<file path="config.mk">
export PLATFORM = sky130hd
export DESIGN_NAME = linear_recurrence_mod_prime_unit
export DESIGN_NICKNAME = d
export VERILOG_FILES = /design/src/rtl/core/lrmp_pkg.sv /design/src/rtl/core/lrmp_mac_lane.sv /design/src/rtl/core/linear_recurrence_mod_prime_unit.sv
export SDC_FILE = /design/constraint.sdc
export NUM_CORES = 2
export LEC_CHECK = 0
export ABC_AREA = 1
export BUFFER_PORTS_ARGS = -buffer_cell sky130_fd_sc_hd__buf_2
export CAP_MARGIN = 10
export CORE_MARGIN = 1
export CORE_UTILIZATION = 55
export CTS_CLUSTER_DIAMETER = 80
export DETAILED_ROUTE_END_ITERATION = 10
export GPL_TIMING_DRIVEN = 1
export PLACE_DENSITY = 0.8
export RECOVER_POWER = 50
export SYNTH_ARGS = -nofsm -noshare
export SYNTH_HDL_FRONTEND = slang
export SYNTH_SLANG_ARGS = --single-unit
</file>
<file path="constraint.sdc">
create_clock -name clk_i -period 12.65 [get_ports clk_i]
set_input_delay 1.265 -clock clk_i [delete_from_list [all_inputs] [get_ports clk_i]]
set_output_delay 1.265 -clock clk_i [all_outputs]
set_load 0.02 [all_outputs]
</file>
<file path="src/rtl/core/lrmp_pkg.sv">
// Shared constants and types for the linear recurrence modulo prime unit.
// Used by lrmp_mac_lane and linear_recurrence_mod_prime_unit; depends on nothing.
package lrmp_pkg;

  // Width of the input words and of the reduced residues.
  localparam int OP_W  = 32;
  localparam int RES_W = 30;

  // Number of exponent bits scanned; term_index is masked to this width.
  localparam int INDEX_BITS = 32;
  localparam int BIT_CNT_W  = $clog2(INDEX_BITS);

  // One bit of the shifting operand is consumed per step.
  localparam int STEPS      = RES_W;
  localparam int STEP_CNT_W = $clog2(STEPS);

  // A 32-bit input is below 4.3 times the prime, so four conditional
  // subtractions fully reduce it.
  localparam int RED_PASSES = 4;
  localparam int RED_CNT_W  = $clog2(RED_PASSES);

  localparam logic [OP_W-1:0] PRIME    = 32'd1000000007;
  localparam logic [OP_W-1:0] PRIME_X2 = 32'd2000000014;
  localparam logic [OP_W-1:0] PRIME_X3 = 32'd3000000021;

  // Control group driven by the sequencer into every lane.
  typedef struct packed {
    logic load;
    logic step;
  } lane_ctrl_t;

endpackage

</file>
<file path="src/rtl/core/lrmp_mac_lane.sv">
// Bit-serial modular dot product a0*b0 + a1*b1 mod p, one bit of a per cycle while step is high.
// Depends on lrmp_pkg.
module lrmp_mac_lane (
  input  logic                      clk_i,
  input  logic                      rst_ni,
  input  lrmp_pkg::lane_ctrl_t      ctrl_i,
  input  logic [lrmp_pkg::RES_W-1:0] a0_i,
  input  logic [lrmp_pkg::RES_W-1:0] a1_i,
  input  logic [lrmp_pkg::RES_W-1:0] b0_i,
  input  logic [lrmp_pkg::RES_W-1:0] b1_i,
  output logic [lrmp_pkg::RES_W-1:0] sum_o
);

  logic [lrmp_pkg::RES_W-1:0] a0_sh_q, a1_sh_q, b0_q, b1_q;
  logic [lrmp_pkg::RES_W-1:0] acc_q, acc_d;
  logic [lrmp_pkg::OP_W-1:0]  dbl, pp0, pp1, raw, red;

  // Horner step, most significant bit first: acc = 2*acc + bits*b, kept below p.
  // With acc < p the raw sum stays below 4p, so one of three subtractions suffices.
  always_comb begin
    dbl = {1'b0, acc_q, 1'b0};
    pp0 = a0_sh_q[lrmp_pkg::RES_W-1] ? {2'b00, b0_q} : '0;
    pp1 = a1_sh_q[lrmp_pkg::RES_W-1] ? {2'b00, b1_q} : '0;
    raw = dbl + pp0 + pp1;
    priority if (raw >= lrmp_pkg::PRIME_X3) begin
      red = raw - lrmp_pkg::PRIME_X3;
    end else if (raw >= lrmp_pkg::PRIME_X2) begin
      red = raw - lrmp_pkg::PRIME_X2;
    end else if (raw >= lrmp_pkg::PRIME) begin
      red = raw - lrmp_pkg::PRIME;
    end else begin
      red = raw;
    end
    acc_d = red[lrmp_pkg::RES_W-1:0];
  end

  always_ff @(posedge clk_i or negedge rst_ni) begin
    if (!rst_ni) begin
      acc_q <= '0;
    end else if (ctrl_i.load) begin
      acc_q <= '0;
    end else if (ctrl_i.step) begin
      acc_q <= acc_d;
    end
  end

  always_ff @(posedge clk_i) begin
    if (ctrl_i.load) begin
      a0_sh_q <= a0_i;
      a1_sh_q <= a1_i;
      b0_q    <= b0_i;
      b1_q    <= b1_i;
    end else if (ctrl_i.step) begin
      a0_sh_q <= {a0_sh_q[lrmp_pkg::RES_W-2:0], 1'b0};
      a1_sh_q <= {a1_sh_q[lrmp_pkg::RES_W-2:0], 1'b0};
    end
  end

  assign sum_o = acc_q;

endmodule

</file>
<file path="src/rtl/core/linear_recurrence_mod_prime_unit.sv">
// Top level: term n of a(k) = x*a(k-1) + y*a(k-2) mod 1000000007 by 2x2 matrix powering.
// Depends on lrmp_pkg and lrmp_mac_lane (four bit-serial lanes, one per matrix entry).
//
// Channel   Direction  Handshake          Word
// command   in         start / busy       first_term, second_term, coef_prev,
//                                         coef_prev2, term_index
// result    out        done_o (strobe)    term_value_o
//
// A word is taken at a clock edge with start high and busy low; busy then stays
// high until the result strobe. An index of two or less returns the reduced first
// or second term after the reduction passes, with no matrix product. Otherwise,
// for each bit of n-2 below its leading one, the block squares and then multiplies
// by the base if that bit is one, and lane zero forms the closing dot product;
// each matrix product takes 30 steps of the bit-serial lanes. The result is shown for one cycle only.
// Reset is asynchronous, active low, and returns the block to idle.
module linear_recurrence_mod_prime_unit (
  input  logic                       clk_i,
  input  logic                       rst_ni,
  input  logic                       start,
  output logic                       busy,
  input  logic [lrmp_pkg::OP_W-1:0]  first_term_i,
  input  logic [lrmp_pkg::OP_W-1:0]  second_term_i,
  input  logic [lrmp_pkg::OP_W-1:0]  coef_prev_i,
  input  logic [lrmp_pkg::OP_W-1:0]  coef_prev2_i,
  input  logic [lrmp_pkg::OP_W-1:0]  term_index_i,
  output logic                       done_o,
  output logic [lrmp_pkg::RES_W-1:0] term_value_o
);

  localparam logic [3:0] S_IDLE   = 4'd0;
  localparam logic [3:0] S_REDUCE = 4'd1;
  localparam logic [3:0] S_SETUP  = 4'd2;
  localparam logic [3:0] S_BIT    = 4'd3;
  localparam logic [3:0] S_SQ     = 4'd4;
  localparam logic [3:0] S_SQ_WB  = 4'd5;
  localparam logic [3:0] S_MLOAD  = 4'd6;
  localparam logic [3:0] S_MUL    = 4'd7;
  localparam logic [3:0] S_MUL_WB = 4'd8;
  localparam logic [3:0] S_FLOAD  = 4'd9;
  localparam logic [3:0] S_FIN    = 4'd10;
  localparam logic [3:0] S_FOUT   = 4'd11;

  localparam int IW = lrmp_pkg::INDEX_BITS;
  localparam int RW = lrmp_pkg::RES_W;

  logic [3:0] state_q, state_d;
  logic [lrmp_pkg::RED_CNT_W-1:0]  red_cnt_q, red_cnt_d;
  logic [lrmp_pkg::STEP_CNT_W-1:0] step_cnt_q, step_cnt_d;
  logic [lrmp_pkg::BIT_CNT_W-1:0]  bit_q, bit_d;
  logic started_q, started_d;
  logic done_q, done_d;

  // Operands in order a1, a2, x, y; reduced in place.
  logic [lrmp_pkg::OP_W-1:0] op_q [4];
  logic [lrmp_pkg::OP_W-1:0] op_d [4];
  logic [IW-1:0]             idx_q, idx_d, idx_in;
  logic [IW-1:0]             exp_q, exp_d;
  logic [IW+lrmp_pkg::OP_W-1:0] idx_ext;
  logic [RW-1:0] acc_q [4];
  logic [RW-1:0] acc_d [4];
  logic [RW-1:0] base_q [4];
  logic [RW-1:0] base_d [4];
  logic [RW-1:0] mat_b [4];
  logic [RW-1:0] lane_sum [4];
  logic [RW-1:0] value_q, value_d;

  lrmp_pkg::lane_ctrl_t lane_ctrl;
  logic sel_base, fin_sel, last_step;

  assign idx_ext   = {{IW{1'b0}}, term_index_i};
  assign idx_in    = idx_ext[IW-1:0];
  assign busy      = (state_q != S_IDLE);
  assign last_step = (step_cnt_q == lrmp_pkg::STEP_CNT_W'(lrmp_pkg::STEPS - 1));
  assign sel_base  = (state_q == S_MLOAD);
  assign fin_sel   = (state_q == S_FLOAD);

  always_comb begin
    for (int i = 0; i < 4; i++) begin
      mat_b[i] = sel_base ? base_q[i] : acc_q[i];
    end
  end

  for (genvar g = 0; g < 4; g++) begin : g_lane
    logic [RW-1:0] b0, b1;
    if (g == 0) begin : g_fin
      // Lane zero also forms the closing dot product acc0*a2 + acc1*a1.
      assign b0 = fin_sel ? op_q[1][RW-1:0] : mat_b[0];
      assign b1 = fin_sel ? op_q[0][RW-1:0] : mat_b[2];
    end else begin : g_mat
      assign b0 = mat_b[g % 2];
      assign b1 = mat_b[(g % 2) + 2];
    end
    lrmp_mac_lane u_lane (
      .clk_i  (clk_i),
      .rst_ni (rst_ni),
      .ctrl_i (lane_ctrl),
      .a0_i   (acc_q[(g / 2) * 2]),
      .a1_i   (acc_q[(g / 2) * 2 + 1]),
      .b0_i   (b0),
      .b1_i   (b1),
      .sum_o  (lane_sum[g])
    );
  end

  always_comb begin
    state_d    = state_q;
    red_cnt_d  = red_cnt_q;
    step_cnt_d = step_cnt_q;
    bit_d      = bit_q;
    started_d  = started_q;
    done_d     = 1'b0;
    idx_d      = idx_q;
    exp_d      = exp_q;
    value_d    = value_q;
    op_d       = op_q;
    acc_d      = acc_q;
    base_d     = base_q;
    lane_ctrl  = '0;

    unique case (state_q)
      S_IDLE: begin
        if (start) begin
          op_d[0]   = first_term_i;
          op_d[1]   = second_term_i;
          op_d[2]   = coef_prev_i;
          op_d[3]   = coef_prev2_i;
          idx_d     = idx_in;
          red_cnt_d = '0;
          state_d   = S_REDUCE;
        end
      end
      S_REDUCE: begin
        for (int i = 0; i < 4; i++) begin
          if (op_q[i] >= lrmp_pkg::PRIME) begin
            op_d[i] = op_q[i] - lrmp_pkg::PRIME;
          end
        end
        red_cnt_d = red_cnt_q + 1'b1;
        if (red_cnt_q == lrmp_pkg::RED_CNT_W'(lrmp_pkg::RED_PASSES - 1)) begin
          state_d = S_SETUP;
        end
      end
      S_SETUP: begin
        base_d[0] = op_q[2][RW-1:0];
        base_d[1] = op_q[3][RW-1:0];
        base_d[2] = RW'(1);
        base_d[3] = '0;
        exp_d     = idx_q - IW'(2);
        bit_d     = lrmp_pkg::BIT_CNT_W'(IW - 1);
        started_d = 1'b0;
        if (idx_q < IW'(2)) begin
          value_d = op_q[0][RW-1:0];
          done_d  = 1'b1;
          state_d = S_IDLE;
        end else if (idx_q == IW'(2)) begin
          value_d = op_q[1][RW-1:0];
          done_d  = 1'b1;
          state_d = S_IDLE;
        end else begin
          state_d = S_BIT;
        end
      end
      S_BIT: begin
        if (started_q) begin
          lane_ctrl.load = 1'b1;
          step_cnt_d     = '0;
          state_d        = S_SQ;
        end else begin
          // Until the leading one the accumulator stands for the identity; at the leading one it takes the base.
          if (exp_q[bit_q]) begin
            acc_d     = base_q;
            started_d = 1'b1;
          end
          if (bit_q == '0) begin
            state_d = S_FLOAD;
          end else begin
            bit_d   = bit_q - 1'b1;
            state_d = S_BIT;
          end
        end
      end
      S_SQ, S_MUL, S_FIN: begin
        lane_ctrl.step = 1'b1;
        step_cnt_d     = step_cnt_q + 1'b1;
        if (last_step) begin
          step_cnt_d = '0;
          unique case (state_q)
            S_SQ:    state_d = S_SQ_WB;
            S_MUL:   state_d = S_MUL_WB;
            default: state_d = S_FOUT;
          endcase
        end
      end
      S_SQ_WB: begin
        acc_d = lane_sum;
        if (exp_q[bit_q]) begin
          state_d = S_MLOAD;
        end else if (bit_q == '0) begin
          state_d = S_FLOAD;
        end else begin
          bit_d   = bit_q - 1'b1;
          state_d = S_BIT;
        end
      end
      S_MLOAD: begin
        lane_ctrl.load = 1'b1;
        step_cnt_d     = '0;
        state_d        = S_MUL;
      end
      S_MUL_WB: begin
        acc_d = lane_sum;
        if (bit_q == '0) begin
          state_d = S_FLOAD;
        end else begin
          bit_d   = bit_q - 1'b1;
          state_d = S_BIT;
        end
      end
      S_FLOAD: begin
        lane_ctrl.load = 1'b1;
        step_cnt_d     = '0;
        state_d        = S_FIN;
      end
      S_FOUT: begin
        value_d = lane_sum[0];
        done_d  = 1'b1;
        state_d = S_IDLE;
      end
      default: begin
        state_d = S_IDLE;
      end
    endcase
  end

  always_ff @(posedge clk_i or negedge rst_ni) begin
    if (!rst_ni) begin
      state_q    <= S_IDLE;
      red_cnt_q  <= '0;
      step_cnt_q <= '0;
      bit_q      <= '0;
      started_q  <= 1'b0;
      done_q     <= 1'b0;
    end else begin
      state_q    <= state_d;
      red_cnt_q  <= red_cnt_d;
      step_cnt_q <= step_cnt_d;
      bit_q      <= bit_d;
      started_q  <= started_d;
      done_q     <= done_d;
    end
  end

  always_ff @(posedge clk_i) begin
    op_q    <= op_d;
    idx_q   <= idx_d;
    exp_q   <= exp_d;
    acc_q   <= acc_d;
    base_q  <= base_d;
    value_q <= value_d;
  end

  assign done_o       = done_q;
  assign term_value_o = value_q;

  a_result_reduced: assert property (@(posedge clk_i) disable iff (!rst_ni)
    done_o |-> ({2'b00, term_value_o} < lrmp_pkg::PRIME))
    else $error("result word is not reduced below the prime");

  a_single_strobe: assert property (@(posedge clk_i) disable iff (!rst_ni)
    done_o |=> !done_o)
    else $error("result strobe lasted more than one cycle");

  a_accept_busy: assert property (@(posedge clk_i) disable iff (!rst_ni)
    (start && !busy) |=> busy)
    else $error("accepted command word did not raise busy");

  a_step_range: assert property (@(posedge clk_i) disable iff (!rst_ni)
    lane_ctrl.step |-> (step_cnt_q < lrmp_pkg::STEP_CNT_W'(lrmp_pkg::STEPS)))
    else $error("lane step counter ran past the operand width");

endmodule

</file>
# Word-level counts from Yosys, hierarchy flattened
# Cells that the tools add are included.
# classes
n_mux,91
reduce_logical,24
eq_ne,26
magnitude_cmp,18
addsub,28
# ops
op,n
30-bit 2-to-1 mux,51
30-bit subtractor (second input constant),12
32-bit by 30-bit greater-or-equal comparator with 1-bit output (second input constant),8
128-bit case mux with 2 select lines,1
120-bit 2-to-1 mux,2
120-bit case mux with 2 select lines,1
31-bit by 32-bit adder with 32-bit output,4
32-bit by 30-bit adder with 32-bit output,4
32-bit by 31-bit greater-or-equal comparator with 1-bit output (second input constant),4
32-bit greater-or-equal comparator (second input constant),4
128-bit 2-to-1 mux,1
32-bit 2-to-1 mux,4
32-bit by 30-bit subtractor with 32-bit output (second input constant),4
30-bit case mux with 2 select lines,1
4-bit case mux with 9 select lines,1
32-bit by 2-bit == test with 1-bit output (second input constant),1
32-bit by 2-bit < comparator with 1-bit output (second input constant),1
32-bit by 2-bit subtractor with 32-bit output (second input constant),1
5-bit 2-to-1 mux,5
4-bit 2-to-1 mux,6
2-bit != test (second input constant),11
3-bit AND reduction,7
5-bit case mux with 4 select lines,1
4-bit by 3-bit == test with 1-bit output (second input constant),4
25 further kinds,48
# word_totals
reg_bits,960
out_inout_bits,32
wordCells,224
input_bits,163

# Depth between registers and ports, before layout
# depth
ltp_word,9
depth_mapped,34
mapped_depth_nobuf,31

# Hierarchy
# A second synthesis with hierarchy kept.
# hier_totals
cells_unflattened,10668
area_unflattened_um2,75713.9
# modules_own_cells
module,area_each_um2,seq_area_each_um2,cells_per_inst,instances
lrmp_mac_lane (g_lane[0].u_lane ...),12863.6,4354.2,1924,3
linear_recurrence_mod_prime_unit,24005.5,12522.0,2962,1
lrmp_mac_lane (g_lane[3].u_lane),13117.6,4354.2,1934,1

# Worst setup path before layout
# No wires, ideal clock.
# synth_timing
kind,reg2reg
startpoint,reg bit_q[0] (netlist bit)
endpoint,"reg acc_q[0] (netlist bit), enable pin"
path_buffers,2
path_slack_ns,2.168
stages_incl_launch_ff,10
setup_time_ns,0.765
required_time_ns,11.885
t_arrival_ns,9.717
cell_sequence,dfrtp_1 -> buf_2 -> clkinv_1 -> clkbuf_1 -> nor2_1 -> o22ai_1 -> nand3_1 -> nand4_1 -> nand2_1 -> o21ai_0
# synth_via
elab_chain_cells,4
# synth_rtl
element,line,rtl
start: declaration,linear_recurrence_mod_prime_unit.sv:49,"logic [lrmp_pkg::BIT_CNT_W-1:0] bit_q, bit_d;"
start signal: assignment,linear_recurrence_mod_prime_unit.sv:247,bit_q <= bit_d;
1-bit binary-select mux with 5-bit select,linear_recurrence_mod_prime_unit.sv:170,if (exp_q[bit_q]) begin
1-bit 2-to-1 mux (not written as such),linear_recurrence_mod_prime_unit.sv:170,
2-bit != test (no source line),-,
3-bit AND reduction (no source line),-,
end signal: assignment,linear_recurrence_mod_prime_unit.sv:257,acc_q <= acc_d;
end: declaration,linear_recurrence_mod_prime_unit.sv:59,logic [RW-1:0] acc_q [4];
# Every way passes these cells. The select of a mux whose other input is x is not followed.
# A chain may end at the register's enable or synchronous reset.

# Worst setup path after layout
# layout_timing
startpoint,reg state_q[2]
endpoint,reg bit_q[2] (netlist bit)
# layout_via
elab_chain_cells,3
# layout_rtl
element,line,rtl
start: declaration,linear_recurrence_mod_prime_unit.sv:46,"logic [3:0] state_q, state_d;"
start signal: assignment,linear_recurrence_mod_prime_unit.sv:244,state_q <= state_d;
"4-bit == test, or another cell as far along",linear_recurrence_mod_prime_unit.sv:120,unique case (state_q)
4-bit nonzero test (no source line) or 2-bit != test (tied branches),-,
3-bit AND reduction (no source line),-,
# Parallel ways exist; a longest one is shown, timed or not.

==> flow_metrics.py <==
metrics = {
    "outcome": {
        "run_status": "complete, but fails checks",
        "failed_checks": "capacitance limit, slew limit",
    },
    "setup_path": {
        "timing.critical_path.fanout_max": 112,
        "critical_path_required_ns": 13.27,
        "cp.arrival_ns": 8.77,
        "setup_slack_on_the_worst_flop_to_flop_path_ns": 4.50,
        "timing_worst_setup_path_type": "register to register",
        "worst_setup_path_start_kind": "register",
        "worst_setup_path_end_kind": "register",
    },
    "synthesis": {
        "synth.most_common_cell": "sky130_fd_sc_hd__nand2_1",
        "synthArstFlopShare_pct": 16.43,
        "synthTopCellsByArea": "sky130_fd_sc_hd__edfxtp_1 (34%), sky130_fd_sc_hd__nand2_1 (21%), sky130_fd_sc_hd__inv_1 (7.7%)",
        "synthMuxAreaShare_pct": 0,
        "synthesis.yosys.warnings": 0,
        "share_of_the_yosys_chip_area_belonging_to_registers_pct": 39.13,
        "synth_ff_type": "sky130_fd_sc_hd__edfxtp_1",
        "synth-xor-area-share_pct": 2.371,
        "yosys.area_share.simple_pct": 35.25,
        "synth_seq_cells": 840,
        "synthDominantCellAreaShare_pct": 33.62,
        "synth_compound_area_share_pct": 6.651,
        "synth_adder_area_share_pct": 6.964,
        "synth_nets": 9441,
        "syn-cell-area_um2": 62700,
        "syn-instance-count": 9001,
        "netlist_top_cells_count": "sky130_fd_sc_hd__nand2_1 (3501), sky130_fd_sc_hd__inv_1 (1294), sky130_fd_sc_hd__nor2_1 (790)",
        "synth_top_family_by_area": "simple AND/OR/NAND/NOR gates",
        "synthDominantAreaCellType": "sky130_fd_sc_hd__edfxtp_1",
        "post_synth.cell_area_avg_um2": 6.966,
        "synth-edff-count": 702,
        "ys_types": 62,
    },
    "cells_and_area": {
        "n_fill_cell": 10470,
        "drive_gt1_share_pct": 5.429,
        "final-instance-count-excl-fill": 10685,
        "nets": 9535,
        "layout-area-overhead-vs-synth_pct": 8.285,
    },
    "placement": {
        "numPortBuffers": 194,
        "dp_cells": 10502,
        "routabilityCongestion": 1.041,
        "preCtsSetupSlack_ns": 6.353,
        "hpwlAfterDp_mm": 172.2,
    },
    "floorplan": {
        "die_width_um": 339.6,
        "initial_utilization_pct": 55.58,
        "rows": 123,
        "core-area_um2": 112800,
        "ios": 195,
        "floorplan.die.height_um": 339.6,
        "total_die_area_um2": 115400,
    },
    "timing": {
        "timing_worst_slew_pin_value_ns": 5.258,
        "post-route-worst-setup-slack_ns": 4.503,
        "layout_min_cycle_time_ns": 8.147,
        "fin_crit_sh_pct": 64.41,
        "hold_viol_final": 0,
        "timing.clock.skew_ns": 0.04177,
        "unrepaired_setup_endpoints_after_global_routing": "no",
        "timing.final.setup_violations": 0,
        "maxClockFrequency_ghz": 0.1227,
        "worst_slew_slack_as_a_fraction_of_its_limit_pct": -250.5,
        "setup_tns_ns": 0,
        "finalMaxSlewViolations": 818,
    },
    "drt": {
        "post_drt_wl_per_cell_um": 20.99,
        "routed_via_density": 5.722,
        "detail_route.iter0.violations": 7382,
        "vias": 61141,
        "postRouteAntennaNets": 0,
        "postRouteWirelength_mm": 224.2,
        "drc_errors": 0,
        "drt-pass1-iter-count": 8,
    },
    "grt": {
        "grt_start_max_net_pins": 176,
        "grt_util_all_layers_pct": 38.36,
        "number_of_global_route_vias_before_repair": 56984,
        "gr-total-overflow": 0,
        "number_of_antenna_violations_at_the_first_check_in_global_routing": 34,
        "grt_pass1_wl_mm": 339.5,
    },
    "cts": {
        "cts.clk_slew.worst_paths_ns": 0.06,
        "worst_skew_pair.late_latency_ns": 0.71,
        "cts_tree": "yes",
        "root_buffer": "sky130_fd_sc_hd__clkbuf_16",
        "post_cts.resized_instances": 0,
        "max-clock-path-buffers": 3,
        "cts_setup_buffers": 0,
        "ctsHtreeMaxLevel": 3,
        "tritoncts.num_buffers": 91,
        "holdBufCountCts": 0,
        "total_clock_sinks": 840,
    },
    "min_path": {
        "worst_hold_path_type": "register to register",
    },
    "job": {
        "max_cap_violations": 16,
    },
}
cells in the final DEF, fill, tap and decap left out, types with 10 or more instances in the layout:
master                         n
sky130_fd_sc_hd__or2_2        10
sky130_fd_sc_hd__ha_1        157
sky130_fd_sc_hd__a31oi_1      35
sky130_fd_sc_hd__xor2_1      135
sky130_fd_sc_hd__edfxtp_1    702
sky130_fd_sc_hd__o21ai_0     436
sky130_fd_sc_hd__clkinv_2     15
sky130_fd_sc_hd__fa_1        120
sky130_fd_sc_hd__nor2_1      786
sky130_fd_sc_hd__nand3_2      10
sky130_fd_sc_hd__dfrtp_1     138
sky130_fd_sc_hd__o21ai_1      21
sky130_fd_sc_hd__clkbuf_1     62
sky130_fd_sc_hd__buf_2       161
sky130_fd_sc_hd__diode_2      12
sky130_fd_sc_hd__clkbuf_8     11
sky130_fd_sc_hd__nand2_1    3499
sky130_fd_sc_hd__clkbuf_16    91
sky130_fd_sc_hd__nand3_1     756
sky130_fd_sc_hd__nand4_1     105
sky130_fd_sc_hd__inv_1      1292
sky130_fd_sc_hd__xnor2_1      31
sky130_fd_sc_hd__nor2_2       28
sky130_fd_sc_hd__buf_4        27
sky130_fd_sc_hd__nand3b_1     24
sky130_fd_sc_hd__o211ai_1     38
sky130_fd_sc_hd__clkinv_1     12
sky130_fd_sc_hd__o22ai_1      12
sky130_fd_sc_hd__a21oi_1     173
sky130_fd_sc_hd__nor3_1       70
sky130_fd_sc_hd__inv_2        18
sky130_fd_sc_hd__nand2_2      65
state kept, by name (all words and copies together), names as in the netlist:
| signal | flops |
|---|---|
| red_cnt_q | 2 |
| g_lane.u_lane.sum_o | 120 |
| base_q | 60 |
| bit_q | 5 |
| g_lane.u_lane.b1_q | 90 |
| g_lane.u_lane.b0_q | 90 |
| started_q | 1 |
| g_lane.u_lane.a1_sh_q | 60 |
| op_q | 128 |
| g_lane.u_lane.a0_sh_q | 60 |
| acc_q | 120 |
| idx_q | 32 |
| term_value_o | 30 |
| step_cnt_q | 5 |
| exp_q | 32 |
| state_q | 4 |
| done_o | 1 |
path summary, 6_finish.rpt:
path | from | endpoint | cells after the start
max | state_q[2]$_DFFE_PN0P_ | bit_q[2]$_DFFE_PN0P_ | 13
min | idx_q[0]$_DFFE_PP_ | exp_q[0]$_DFFE_PP_ | 0
max reg2reg | state_q[2]$_DFFE_PN0P_ | bit_q[2]$_DFFE_PN0P_ | 13
min reg2reg | idx_q[0]$_DFFE_PP_ | exp_q[0]$_DFFE_PP_ | 0
max in group asynchronous | rst_ni | g_lane[3].u_lane.sum_o[22]$_DFFE_PN0P_ | 3
min in group asynchronous | rst_ni | g_lane[3].u_lane.sum_o[17]$_DFFE_PN0P_ | 1
layer usage:
layer / up-vias / wire length [um] / track usage (%)
li1: 28762 / - / -
met1: 28487 / 93290 / 54.79
met2: 3402 / 95750 / 57.44
met3: 480 / 26350 / 7.969
met4: 10 / 8801 / 14.01
met5: - / 63 / 0
layout make-up:
cell class	instances	area [um2]	share of cell area, %
Timing Repair Buffer	236	1205	1.775
Inverter	1318	4964	7.311
Tap cell	1500	1877	2.764
Antenna cell	12	30.03	0.04423
Multi-Input combinational cell	6608	32170	47.39
Clock inverter	54	626.9	0.9233
Clock buffer	117	2485	3.660
Sequential cell	840	24530	36.13
cell families after synthesis:
logic type                 after synthesis
buffers and inverters                 1553
xor gates and xnor gates               168
adders and majority gates              277
and+or+nand+nor                       5395
DFF                                    840
AOI/OAI and AO/OA                      768
through the flow:
step	hold WS [ns]	utilization, %	cell area [um2]
after floorplan	0.4272	-	62700
after global placement	0.4368	57.52	64890
after detailed placement	0.4417	57.52	64890
after CTS	0.4562	60.28	68000
after global routing	0.4843	60.18	67890
final	0.4526	60.19	67900
worst max-delay path, stage by stage (launching register included):
cell and delay [ns]:
sky130_fd_sc_hd__dfrtp_1 0.40, sky130_fd_sc_hd__inv_1 0.09, sky130_fd_sc_hd__nor2_1 0.06, sky130_fd_sc_hd__inv_1 0.20, sky130_fd_sc_hd__nor2_1 0.15, sky130_fd_sc_hd__nor2_4 0.10
sky130_fd_sc_hd__clkbuf_1 3.68, sky130_fd_sc_hd__inv_1 1.86, sky130_fd_sc_hd__nor2_1 0.52, sky130_fd_sc_hd__inv_1 0.11, sky130_fd_sc_hd__a21oi_1 0.38, sky130_fd_sc_hd__nand2_1 0.13
sky130_fd_sc_hd__or2_2 0.30, sky130_fd_sc_hd__nand3_1 0.07
Power is not shown: default switching activity piles up to over one toggle a cycle in this logic, so the estimate is an artifact.
